**config.mk**
```make
export PLATFORM = sky130hd
export DESIGN_NAME = chunked_transfer_decoder_unit
export DESIGN_NICKNAME = d
export VERILOG_FILES = /design/src/rtl/ctd_pkg.sv /design/src/rtl/chunked_transfer_decoder_unit.sv
export SDC_FILE = /design/constraint.sdc
export NUM_CORES = 1
export LEC_CHECK = 0
export BUFFER_PORTS_ARGS = -buffer_cell sky130_fd_sc_hd__buf_2
export CAP_MARGIN = 5
export CORE_ASPECT_RATIO = 1.2
export CORE_MARGIN = 2
export CORE_UTILIZATION = 56
export DETAILED_ROUTE_END_ITERATION = 8
export PLACE_DENSITY = 0.77
export REMOVE_ABC_BUFFERS = 1
export SLEW_MARGIN = 10
export SYNTH_ARGS = -nofsm -noshare
export SYNTH_HDL_FRONTEND = slang
export SYNTH_SLANG_ARGS = --single-unit
export TNS_END_PERCENT = 20
```
**constraint.sdc**
```tcl
create_clock -name clk -period 6.53 [get_ports clk]
set_input_delay 1.306 -clock clk [delete_from_list [all_inputs] [get_ports clk]]
set_output_delay 1.306 -clock clk [all_outputs]
set_load 0.02 [all_outputs]
```
**src/rtl/ctd_pkg.sv**
```systemverilog
// Package with the shared types, constants and helpers of the chunked transfer decoder.
`timescale 1ns / 1ps

package ctd_pkg;

  localparam int unsigned DataW   = 8;
  localparam int unsigned CountW  = 32;
  localparam int unsigned QDepth  = 4;
  localparam int unsigned QPtrW   = $clog2(QDepth);
  localparam int unsigned QCntW   = $clog2(QDepth + 1);

  localparam logic [CountW-1:0] CapacityReset = 32'd4096;

  localparam logic [DataW-1:0] ChCr = 8'h0D;
  localparam logic [DataW-1:0] ChLf = 8'h0A;

  localparam logic CmdStart = 1'b0;
  localparam logic CmdByte  = 1'b1;

  localparam logic KindData   = 1'b0;
  localparam logic KindFinish = 1'b1;

  typedef enum logic [6:0] {
    PH_STOPPED = 7'b0000001,
    PH_SIZE    = 7'b0000010,
    PH_EXT     = 7'b0000100,
    PH_LF      = 7'b0001000,
    PH_DATA    = 7'b0010000,
    PH_DCR     = 7'b0100000,
    PH_DLF     = 7'b1000000
  } phase_t;

  typedef struct packed {
    logic              kind;
    logic [DataW-1:0]  data;
    logic [CountW-1:0] count;
    logic              last;
  } result_t;

  typedef struct packed {
    logic       is_hex;
    logic [3:0] value;
  } hex_t;

  function automatic hex_t hex_decode(input logic [DataW-1:0] c);
    hex_t h;
    h.is_hex = 1'b1;
    h.value  = 4'd0;
    if (c >= 8'h30 && c <= 8'h39) begin
      h.value = c[3:0];
    end else if ((c >= 8'h61 && c <= 8'h66) || (c >= 8'h41 && c <= 8'h46)) begin
      h.value = c[3:0] + 4'd9;
    end else begin
      h.is_hex = 1'b0;
    end
    return h;
  endfunction

endpackage

```
**src/rtl/chunked_transfer_decoder_unit.sv**
```systemverilog
// Top level of the chunked transfer decoder: byte decoder with a small result queue.
//
//   Channel | Ports                                           | Direction
//   in      | in_valid, in_stall, in_cmd, in_message_length,  | request in
//           | in_data_byte                                    |
//   out     | out_valid, out_stall, out_kind, out_byte,       | request out
//           | out_count, out_last                             |
//   cfg     | cfg_wr_en, cfg_wr_data                          | register write
//
// One request is taken per cycle while in_stall is low; its results enter the result queue at the same edge.
// A result can leave the queue in the cycle after its request is taken.
// The input stalls only while fewer than two queue entries are free.
// Synchronous active-low reset stops the decoder, empties the queue and sets the
// capacity to 4096; there is no clearing pass.
`timescale 1ns / 1ps

module chunked_transfer_decoder_unit (
  input  logic                      clk,
  input  logic                      rst_n,
  input  logic                      in_valid,
  output logic                      in_stall,
  input  logic                      in_cmd,
  input  logic [ctd_pkg::CountW-1:0] in_message_length,
  input  logic [ctd_pkg::DataW-1:0]  in_data_byte,
  output logic                      out_valid,
  input  logic                      out_stall,
  output logic                      out_kind,
  output logic [ctd_pkg::DataW-1:0]  out_byte,
  output logic [ctd_pkg::CountW-1:0] out_count,
  output logic                      out_last,
  input  logic                      cfg_wr_en,
  input  logic [ctd_pkg::CountW-1:0] cfg_wr_data
);
  import ctd_pkg::*;

  phase_t            phase_r, phase_nxt;
  logic [CountW-1:0] size_r, size_nxt;
  logic              saw_digit_r, saw_digit_nxt;
  logic [CountW-1:0] msg_left_r, msg_left_nxt;
  logic [CountW-1:0] chunk_left_r, chunk_left_nxt;
  logic [CountW-1:0] decoded_r, decoded_nxt;
  logic [CountW-1:0] capacity_r;

  result_t           q_r [QDepth];
  logic [QPtrW-1:0]  wr_ptr_r, rd_ptr_r;
  logic [QCntW-1:0]  q_cnt_r, q_cnt_nxt;

  logic              in_acc, out_acc;
  logic              stop, finish, emit;
  logic [1:0]        n_push;
  hex_t              hx;
  result_t           res0, res1;
  logic [QPtrW-1:0]  wr_ptr_p1;

  assign in_acc    = in_valid && !in_stall;
  assign out_acc   = out_valid && !out_stall;
  assign in_stall  = q_cnt_r > QCntW'(QDepth - 2);
  assign out_valid = q_cnt_r != '0;
  assign hx        = hex_decode(in_data_byte);
  assign wr_ptr_p1 = wr_ptr_r + QPtrW'(1);

  always_comb begin
    phase_nxt      = phase_r;
    size_nxt       = size_r;
    saw_digit_nxt  = saw_digit_r;
    msg_left_nxt   = msg_left_r;
    chunk_left_nxt = chunk_left_r;
    decoded_nxt    = decoded_r;
    stop           = 1'b0;
    finish         = 1'b0;
    emit           = 1'b0;

    if (in_cmd == CmdStart) begin
      phase_nxt      = PH_SIZE;
      size_nxt       = '0;
      saw_digit_nxt  = 1'b0;
      msg_left_nxt   = in_message_length;
      chunk_left_nxt = '0;
      decoded_nxt    = '0;
      if (in_message_length == '0 || capacity_r == '0) begin
        phase_nxt = PH_STOPPED;
        finish    = 1'b1;
      end
    end else if (phase_r != PH_STOPPED) begin
      msg_left_nxt = msg_left_r - CountW'(1);
      case (phase_r)
        PH_SIZE, PH_EXT: begin
          if (phase_r == PH_SIZE && hx.is_hex) begin
            if (size_r[CountW-1 -: 4] != 4'd0) begin
              stop = 1'b1;
            end else begin
              size_nxt      = {size_r[CountW-5:0], hx.value};
              saw_digit_nxt = 1'b1;
            end
          end else if (phase_r == PH_SIZE && !saw_digit_r) begin
            stop = 1'b1;
          end else begin
            phase_nxt = PH_EXT;
            if (in_data_byte == ChLf) begin
              stop = 1'b1;
            end else if (in_data_byte == ChCr) begin
              phase_nxt = PH_LF;
            end
          end
        end
        PH_LF: begin
          if (in_data_byte != ChLf || size_r == '0 || size_r > msg_left_nxt
              || decoded_r >= capacity_r) begin
            stop = 1'b1;
          end else begin
            chunk_left_nxt = size_r;
            phase_nxt      = PH_DATA;
          end
        end
        PH_DATA: begin
          if (decoded_r < capacity_r) begin
            emit        = 1'b1;
            decoded_nxt = decoded_r + CountW'(1);
          end
          chunk_left_nxt = chunk_left_r - CountW'(1);
          if (chunk_left_r == CountW'(1)) begin
            phase_nxt = PH_DCR;
          end
        end
        PH_DCR: begin
          if (in_data_byte != ChCr) begin
            stop = 1'b1;
          end else begin
            phase_nxt = PH_DLF;
          end
        end
        PH_DLF: begin
          if (in_data_byte != ChLf) begin
            stop = 1'b1;
          end else begin
            phase_nxt     = PH_SIZE;
            size_nxt      = '0;
            saw_digit_nxt = 1'b0;
          end
        end
        default: begin
          stop = 1'b1;
        end
      endcase
      if (stop || msg_left_r == CountW'(1)) begin
        phase_nxt = PH_STOPPED;
        finish    = 1'b1;
      end
    end
  end

  always_comb begin
    res0.kind  = KindFinish;
    res0.data  = '0;
    res0.count = decoded_nxt;
    res0.last  = 1'b1;
    res1       = res0;
    n_push     = {1'b0, finish};
    if (emit) begin
      res0.kind  = KindData;
      res0.data  = in_data_byte;
      res0.count = decoded_r;
      res0.last  = !finish;
      n_push     = finish ? 2'd2 : 2'd1;
    end
    if (!in_acc) begin
      n_push = 2'd0;
    end
    q_cnt_nxt = q_cnt_r + QCntW'(n_push) - QCntW'(out_acc);
  end

  always_ff @(posedge clk) begin
    if (!rst_n) begin
      phase_r      <= PH_STOPPED;
      size_r       <= '0;
      saw_digit_r  <= 1'b0;
      msg_left_r   <= '0;
      chunk_left_r <= '0;
      decoded_r    <= '0;
      capacity_r   <= CapacityReset;
      wr_ptr_r     <= '0;
      rd_ptr_r     <= '0;
      q_cnt_r      <= '0;
    end else begin
      if (cfg_wr_en) begin
        capacity_r <= cfg_wr_data;
      end
      if (in_acc) begin
        phase_r      <= phase_nxt;
        size_r       <= size_nxt;
        saw_digit_r  <= saw_digit_nxt;
        msg_left_r   <= msg_left_nxt;
        chunk_left_r <= chunk_left_nxt;
        decoded_r    <= decoded_nxt;
      end
      wr_ptr_r <= wr_ptr_r + QPtrW'(n_push);
      if (out_acc) begin
        rd_ptr_r <= rd_ptr_r + QPtrW'(1);
      end
      q_cnt_r <= q_cnt_nxt;
    end
  end

  always_ff @(posedge clk) begin
    if (n_push != 2'd0) begin
      q_r[wr_ptr_r] <= res0;
    end
    if (n_push == 2'd2) begin
      q_r[wr_ptr_p1] <= res1;
    end
  end

  assign out_kind  = q_r[rd_ptr_r].kind;
  assign out_byte  = q_r[rd_ptr_r].data;
  assign out_count = q_r[rd_ptr_r].count;
  assign out_last  = q_r[rd_ptr_r].last;

  a_queue_bound: assert property (@(posedge clk) disable iff (!rst_n)
    q_cnt_r <= QCntW'(QDepth))
    else $error("Result queue holds more entries than it has.");

  a_empty_start_stops: assert property (@(posedge clk) disable iff (!rst_n)
    (in_acc && in_cmd == CmdStart && in_message_length == '0) |=> phase_r == PH_STOPPED)
    else $error("A start with an empty message did not stop the decoder.");

  a_ignored_byte: assert property (@(posedge clk) disable iff (!rst_n)
    (in_acc && in_cmd == CmdByte && phase_r == PH_STOPPED && !out_acc)
      |=> q_cnt_r == $past(q_cnt_r))
    else $error("A byte taken while stopped produced a result.");

  a_chunk_nonzero: assert property (@(posedge clk) disable iff (!rst_n)
    phase_r == PH_DATA |-> chunk_left_r != '0)
    else $error("Chunk data phase with no bytes left in the chunk.");

endmodule
```
==> results of run 1 <==
==> state kept, by name, indices dropped and copies added (netlist names), 3 cells and up, named ones only <==
| signal | flops |
|---|---|
| msg_left_r | 32 |
| q_cnt_r | 3 |
| phase_r | 7 |
| capacity_r | 32 |
| chunk_left_r | 32 |
| q_r | 168 |
| decoded_r | 32 |
| size_r | 32 |
==> report_power, final <==
group,switching [mW],leakage [nW],internal (mW)
Clock,0.900,0.603,1.29
Combinational,1.03,4.57,0.652
Sequential,0.112,2.76,2.32
Total,2.04,7.93,4.26
==> how the worst max path moves through the flow <==
| stage | end | slack, ns | startpoint | cells after the start |
|---|---|---|---|---|
| finish | q_r[1][17] | 0.35 | msg_left_r[1] | 25 |
| global route | q_r[3][13] | 0.04 | msg_left_r[1] | 27 |
| CTS | q_r[2][24] | 0.02 | msg_left_r[1] | 24 |
| detailed placement | q_r[3][17] | -0.17 | msg_left_r[1] | 26 |
| global placement | q_r[3][9] | 0.12 | msg_left_r[1] | 26 |
| floorplan | q_r[0][14] | -1.19 | msg_left_r[0] | 23 |
==> synthesized netlist by cell type, types with 9 or more instances <==
library cell,n,share of area (%)
o221ai_1,9,0.38
buf_2,19,0.46
nand2_1,181,3.3
a32oi_1,9,0.38
nor3b_1,10,0.37
inv_1,83,1.5
a311oi_1,28,1.2
mux4_2,42,4.6
nand3_1,89,2.2
or4_1,12,0.44
a22o_1,32,1.4
buf_1,16,0.29
a22oi_1,41,1.5
a211oi_1,27,0.99
and3_1,15,0.46
mux2i_1,41,2.0
o211ai_1,43,1.6
nand4_1,49,1.5
clkbuf_1,138,2.5
xor2_1,21,0.90
or3_1,46,1.4
edfxtp_1,128,19
a21oi_1,192,4.7
a31oi_1,11,0.34
nor2_1,221,4.0
and2_1,20,0.61
xnor2_1,39,1.7
nor3_1,53,1.3
o21ai_0,117,2.9
o21a_1,12,0.44
dfxtp_1,217,21
o31ai_1,16,0.59
nor4_1,52,1.6
ha_1,78,4.8
==> final cells by class <==
cell class	instances	area, µm²
clock inverters	15	215
flip-flops and latches	345	8190
repair buffers	204	1290
fillers	2958	13000
multi-input cells	1664	11400
inverters	86	325
clock buffers	49	1010
diodes	2	5.00
well taps	468	586
==> routing by layer <==
layer  vias up  GRT usage (%)  share of wire, %
met3       289           5.55               9.1
met2      1247           60.4                48
met1      9246           43.5                36
met5         -              0             0.020
met4         2           22.5               6.8
li1       8714              -                 -
==> logic make-up (layout without fill, tap and decap cells) <==
logic type | count (synthesis) | in the layout | share of synthesized area (%)
buffers and inverters | 265 | 354 | 5.08
xor gates and xnor gates | 60 | 60 | 2.56
other | 0 | 2 | 0
muxes | 83 | 83 | 6.61
adders and majority gates | 79 | 79 | 4.85
AOI/OAI and AO/OA | 637 | 638 | 21.1
DFF | 345 | 345 | 39.9
and+or+nand+nor | 804 | 804 | 19.9
==> critical path: cells and delay by family, from the launching register on <==
kind            cells  cell delay, ns
xor+xnor            1            0.10
fa+ha+maj           3            0.82
flops               1            0.35
compound gates      5            0.67
buf+inv             4            0.76
simple gates       12            3.30
==> metrics by stage <==
step	hold slack, ns	setup TNS (ns)	total power [mW]	util, %
floorplan	0.420	-73.79	3.57	-
global placement	0.437	0	4.05	60.0
detailed placement	0.442	-0.756	4.09	60.0
CTS	0.455	0	6.27	63.4
global route	0.486	0	6.56	64.0
finish	0.446	0	6.31	64.0
==> timing repair <==
| action | 4_1_cts | 5_1_grt |
|---|---|---|
| gates resized for setup | 2 | 22 |
| endpoints found under the setup margin | 7 | 253 |
| cloned | 0 | 1 |
| pin swaps | 0 | 3 |
| buffers inserted | 0 | 6 |
==> impl_results.md, run 1 <==
* Routed WL at 69700 µm
* CORE AREA at 36000 µm²
* Routed wire per std cell at 24.6 µm
* Syn_area_per_cell at 9.03 µm²
* Reg2reg end: q_r[1][17]
* Setup ws final at 0.348 ns
* Gate Count Post-Synth at 2273
* Final setup violating endpoints at 0
* Tmin final at 6.18 ns
* DRC viols at 0
* Area Growth Syn to Fin at 12.3%
* Die height at 214 µm
* H-Tree Depth at 2
* Inst Count DP at 2759
* First-pass GRT wire length at 106000 µm
* Number of flops mapped to enable cells by yosys at 128
* Leakage at 7.93 nW
* Hold buffers post-CTS at 0
* CTS sink count at 345
* Hold WC Path Type: reg2reg
* Reg2Reg Depth at 25
* Worst Path Max Fanout at 10
* Clock Tree Root: clkbuf_16
* Crit share post-route at 94.7%
* Placed inst area at 21600 µm²
* Largest net degree at the start of global routing at 90
* I/O pins at 122
* Commonest cells after routing, fill and taps aside: nor2_1 (220), dfxtp_1 (215), a21oi_1 (191), nand2_1 (180), edfxtp_1 (128)
* Clk buf depth at 3
* Post-synth ARST share at 0%
* Ys Warns at 0
* Slew Viols, Final at 0
* Starting Density at 57.0%
* Fin cells at 2833
* Max VDD drop at 0.236 mV
* Most common cell after layout, fill and taps aside: nor2_1
* Layout cells sized above 1 at 15.5%
* Cells on Worst Hold Path at 2
* RSZ-0062 raised after global routing: false
* WS Path Type: reg2reg
* Worst reg2reg startpoint: msg_left_r[1]
* Main synth FF type: dfxtp_1
* Starting DRT DRC Count at 2799
* Slew @ Worst Pin at 1.26 ns
* Skew-Pair Late Insertion Delay at 0.55 ns
* Unique masters post-synth at 98
* Vias per cell at 6.88
* Required @ worst endpoint at 6.91 ns
* Die W at 179 µm
* CTS buffer count at 36
* Crit path largest cell delay at 0.54 ns
* Final count of hold timing violations at 0
* Antenna Nets Post-Route at 0
* Slowest library cell on the worst path: or3b_2
* Final #Nets at 2494
* Seq/Total Area, Yosys at 39.9%
* Gr usage total at 36.0%
* CTS tree: built
* Most used cell along the critical path: buf_4
* R2R setup slack at 0.35 ns
* Fin area at 23100 µm²
* Initial antenna violation count at 2
* Critical path endpoint category: register
* DRT Pass-1 Iters at 7
* WP data arrival at 6.56 ns
* Pwr Density at 274 nW/µm²
* Status: finished clean
* Worst rel slew slack at 15.9%
* # rows at 76
* Grt total ovfl at 0
* Fmax at 162 MHz
* Hpwl dp at 49200 µm
* FF+latch count, synth at 345
* Routability cong. at 1.02
* Critical path startpoint category: register
* # port buffers at 121
* Final Skew at 0.0198 ns
* Mapped Area at 20500 µm²
* Clock Pin Slew Worst Setup and Hold Paths at 0.06 ns
* Worst Hold End: q_r[3][34]
* Total number of vias at 19.5k
* Die area at 38200 µm²
* Max Cap Violations at 0
* Hold Startpoint: q_r[3][34]
* Vias in the first global route at 18.6k
* Pre-CTS WS at -0.172 ns
Power figures use the tool's default switching activity.
==> run 2: changes to the inputs <==
- CELL_PAD_IN_SITES_DETAIL_PLACEMENT: unset -> 0
- CELL_PAD_IN_SITES_GLOBAL_PLACEMENT: unset -> 1
- CORE_UTILIZATION: 56 -> 43
- PLACE_DENSITY: 0.77 -> unset
- PLACE_DENSITY_LB_ADDON: unset -> 0.1
- SKIP_LAST_GASP: unset -> 1
==> impl_results.md, run 2 (synthesized netlist as in run 1, its figures left out) <==
* Status: finished clean
* Reg2Reg Depth at 26
* Starting DRT DRC Count at 1533
* DRC viols at 0
* I/O pins at 122
* Crit. Startpoint: msg_left_r[0]
* Grt total ovfl at 0
* Final #Nets at 2497
* Hold buffers post-CTS at 0
* Worst rel slew slack at 8.44%
* R2R setup slack at 0.39 ns
* Gr usage total at 30.0%
* # port buffers at 121
* Clock Pin Slew Worst Setup and Hold Paths at 0.06 ns
* Crit path capture: q_r[3][26]
* Die W at 203 µm
* Most common cell after layout, fill and taps aside: nor2_1
* WP data arrival at 6.44 ns
* Final count of hold timing violations at 0
* Slowest library cell on the worst path: or4_4
* Top reg by flops: q_r
* Fin area at 23300 µm²
* Area Growth Syn to Fin at 13.3%
* Antenna Nets Post-Route at 0
* Layout fillers at 4567
* Critical path's top delay family: simple AND/OR/NAND/NOR gates
* Required @ worst endpoint at 6.83 ns
* Placed inst area at 21900 µm²
* Hpwl dp at 53500 µm
* CTS tree: built
* Largest net degree at the start of global routing at 86
* Die height at 243 µm
* Skew-Pair Late Insertion Delay at 0.58 ns
* First-pass GRT wire length at 113000 µm
* Layout cells sized above 1 at 15.7%
* Total number of vias at 18.9k
* Starting Density at 43.6%
* Final Skew at 0.0207 ns
* Max reg flops at 168
* DRT Pass-1 Iters at 5
* Slew Viols, Final at 0
* Routability cong. at 0.901
* CORE AREA at 47000 µm²
* Pwr Density at 275 nW/µm²
* Register area at 8190 µm²
* Slew @ Worst Pin at 1.37 ns
* Max VDD drop at 0.161 mV
* Tmin final at 6.14 ns
* WS Path Type: reg2reg
* Worst reg2reg startpoint: msg_left_r[0]
* Max Cap Violations at 0
* Routed WL at 75000 µm
* Leakage at 7.94 nW
* Reg2reg end: q_r[3][26]
* Critical path startpoint category: register
* Buf+Inv Stages, Crit Path at 4
* # rows at 87
* Crit path largest cell delay at 0.59 ns
* Inst Count DP at 2917
* RSZ-0062 raised after global routing: false
* CTS sink count at 345
* Vias per cell at 6.33
* Clock Tree Root: clkbuf_16
* Crit share post-route at 94.0%
* H-Tree Depth at 2
* Worst Path Max Fanout at 12
* Fmax at 163 MHz
* Initial antenna violation count at 0
* Final core occ at 49.5%
* N_diodes at 0
* CTS buffer count at 39
* Die area at 49500 µm²
* Vias in the first global route at 18.4k
* Hold WC Path Type: reg2reg
* Clk buf depth at 3
* Commonest cells after routing, fill and taps aside: nor2_1 (220), dfxtp_1 (215), a21oi_1 (192), nand2_1 (181), edfxtp_1 (128)
* Critical path endpoint category: register
* Most used cell along the critical path: a21oi_1
* Final setup violating endpoints at 0
* Crit path depth at 26
* Fin cells at 2993
* Multi-input logic area at 11400 µm²
* WHS at 0.451 ns
* Routed wire per std cell at 25.0 µm
[run 2: changes by cell type in the layout (fill, tap and decap cells not counted), sizes merged]
cell | previous run | this run
inv | 87 | 82
bufinv | 5 | 4
clkinv | 9 | 17
a21oi | 197 | 196
buf | 204 | 205
clkinvlp | 0 | 5
diode | 2 | 0
[run 2: worst min-delay path, delay by kind of cell (launching register included)]
kind               cells  cell delay (ns)
DFF                    1             0.32
AOI/OAI and AO/OA      1             0.06
and+or+nand+nor        1             0.04
[run 2: how the worst min path moves through the flow]
stage / startpoint / endpoint / depth (start not counted)
after CTS: q_r[3][34] / q_r[3][34] / 2
after global routing: q_r[1][0] / q_r[1][0] / 1
after global placement: q_r[1][0] / q_r[1][0] / 1
after detailed placement: q_r[3][34] / q_r[3][34] / 2
after floorplan: q_r[3][33] / q_r[3][33] / 2
final: q_r[3][34] / q_r[3][34] / 2
[run 2: area by class of cell]
| type | count | share of cell area [%] |
|---|---|---|
| Tap cell | 623 | 3.35 |
| Clock inverter | 22 | 0.947 |
| Multi-Input combinational cell | 1663 | 48.9 |
| Timing Repair Buffer | 205 | 5.49 |
| Clock buffer | 49 | 4.67 |
| Inverter | 86 | 1.41 |
| Sequential cell | 345 | 35.2 |
[run 2: routing by layer]
| metal | vias up | wire length, µm | part of all wire, % | GRT usage (%) |
|---|---|---|---|---|
| met1 | 9204 | 29400 | 39 | 36.2 |
| li1 | 8735 | - | - | - |
| met2 | 802 | 36700 | 49 | 51.3 |
| met4 | 0 | 4060 | 5.4 | 15.3 |
| met5 | - | 0 | 0 | 0 |
| met3 | 202 | 4770 | 6.4 | 4.88 |
[run 2: where the power goes]
| part | switching [mW] | internal, mW | total [mW] |
|---|---|---|---|
| logic | 1.04 | 0.643 | 1.68 |
| registers | 0.107 | 2.32 | 2.43 |
| clock network | 0.943 | 1.34 | 2.28 |
[run 2: per-stage QoR]
stage | setup slack [ns] | TNS (ns) | total power, mW
final | 0.391 | 0 | 6.39
after global routing | 0.0145 | 0 | 6.68
after CTS | 0.0543 | 0 | 6.42
after detailed placement | -0.154 | -1.73 | 4.12
after global placement | 0.129 | 0 | 4.10
after floorplan | -1.19 | -73.79 | 3.57
[run 2: timing repair]
action | in CTS | in global routing
setup endpoints to repair | 97 | 263
buffers inserted | 0 | 5
resized for setup | 6 | 7
hold endpoints to repair | 0 | 0
gates cloned | 0 | 0
pin swaps | 1 | 6
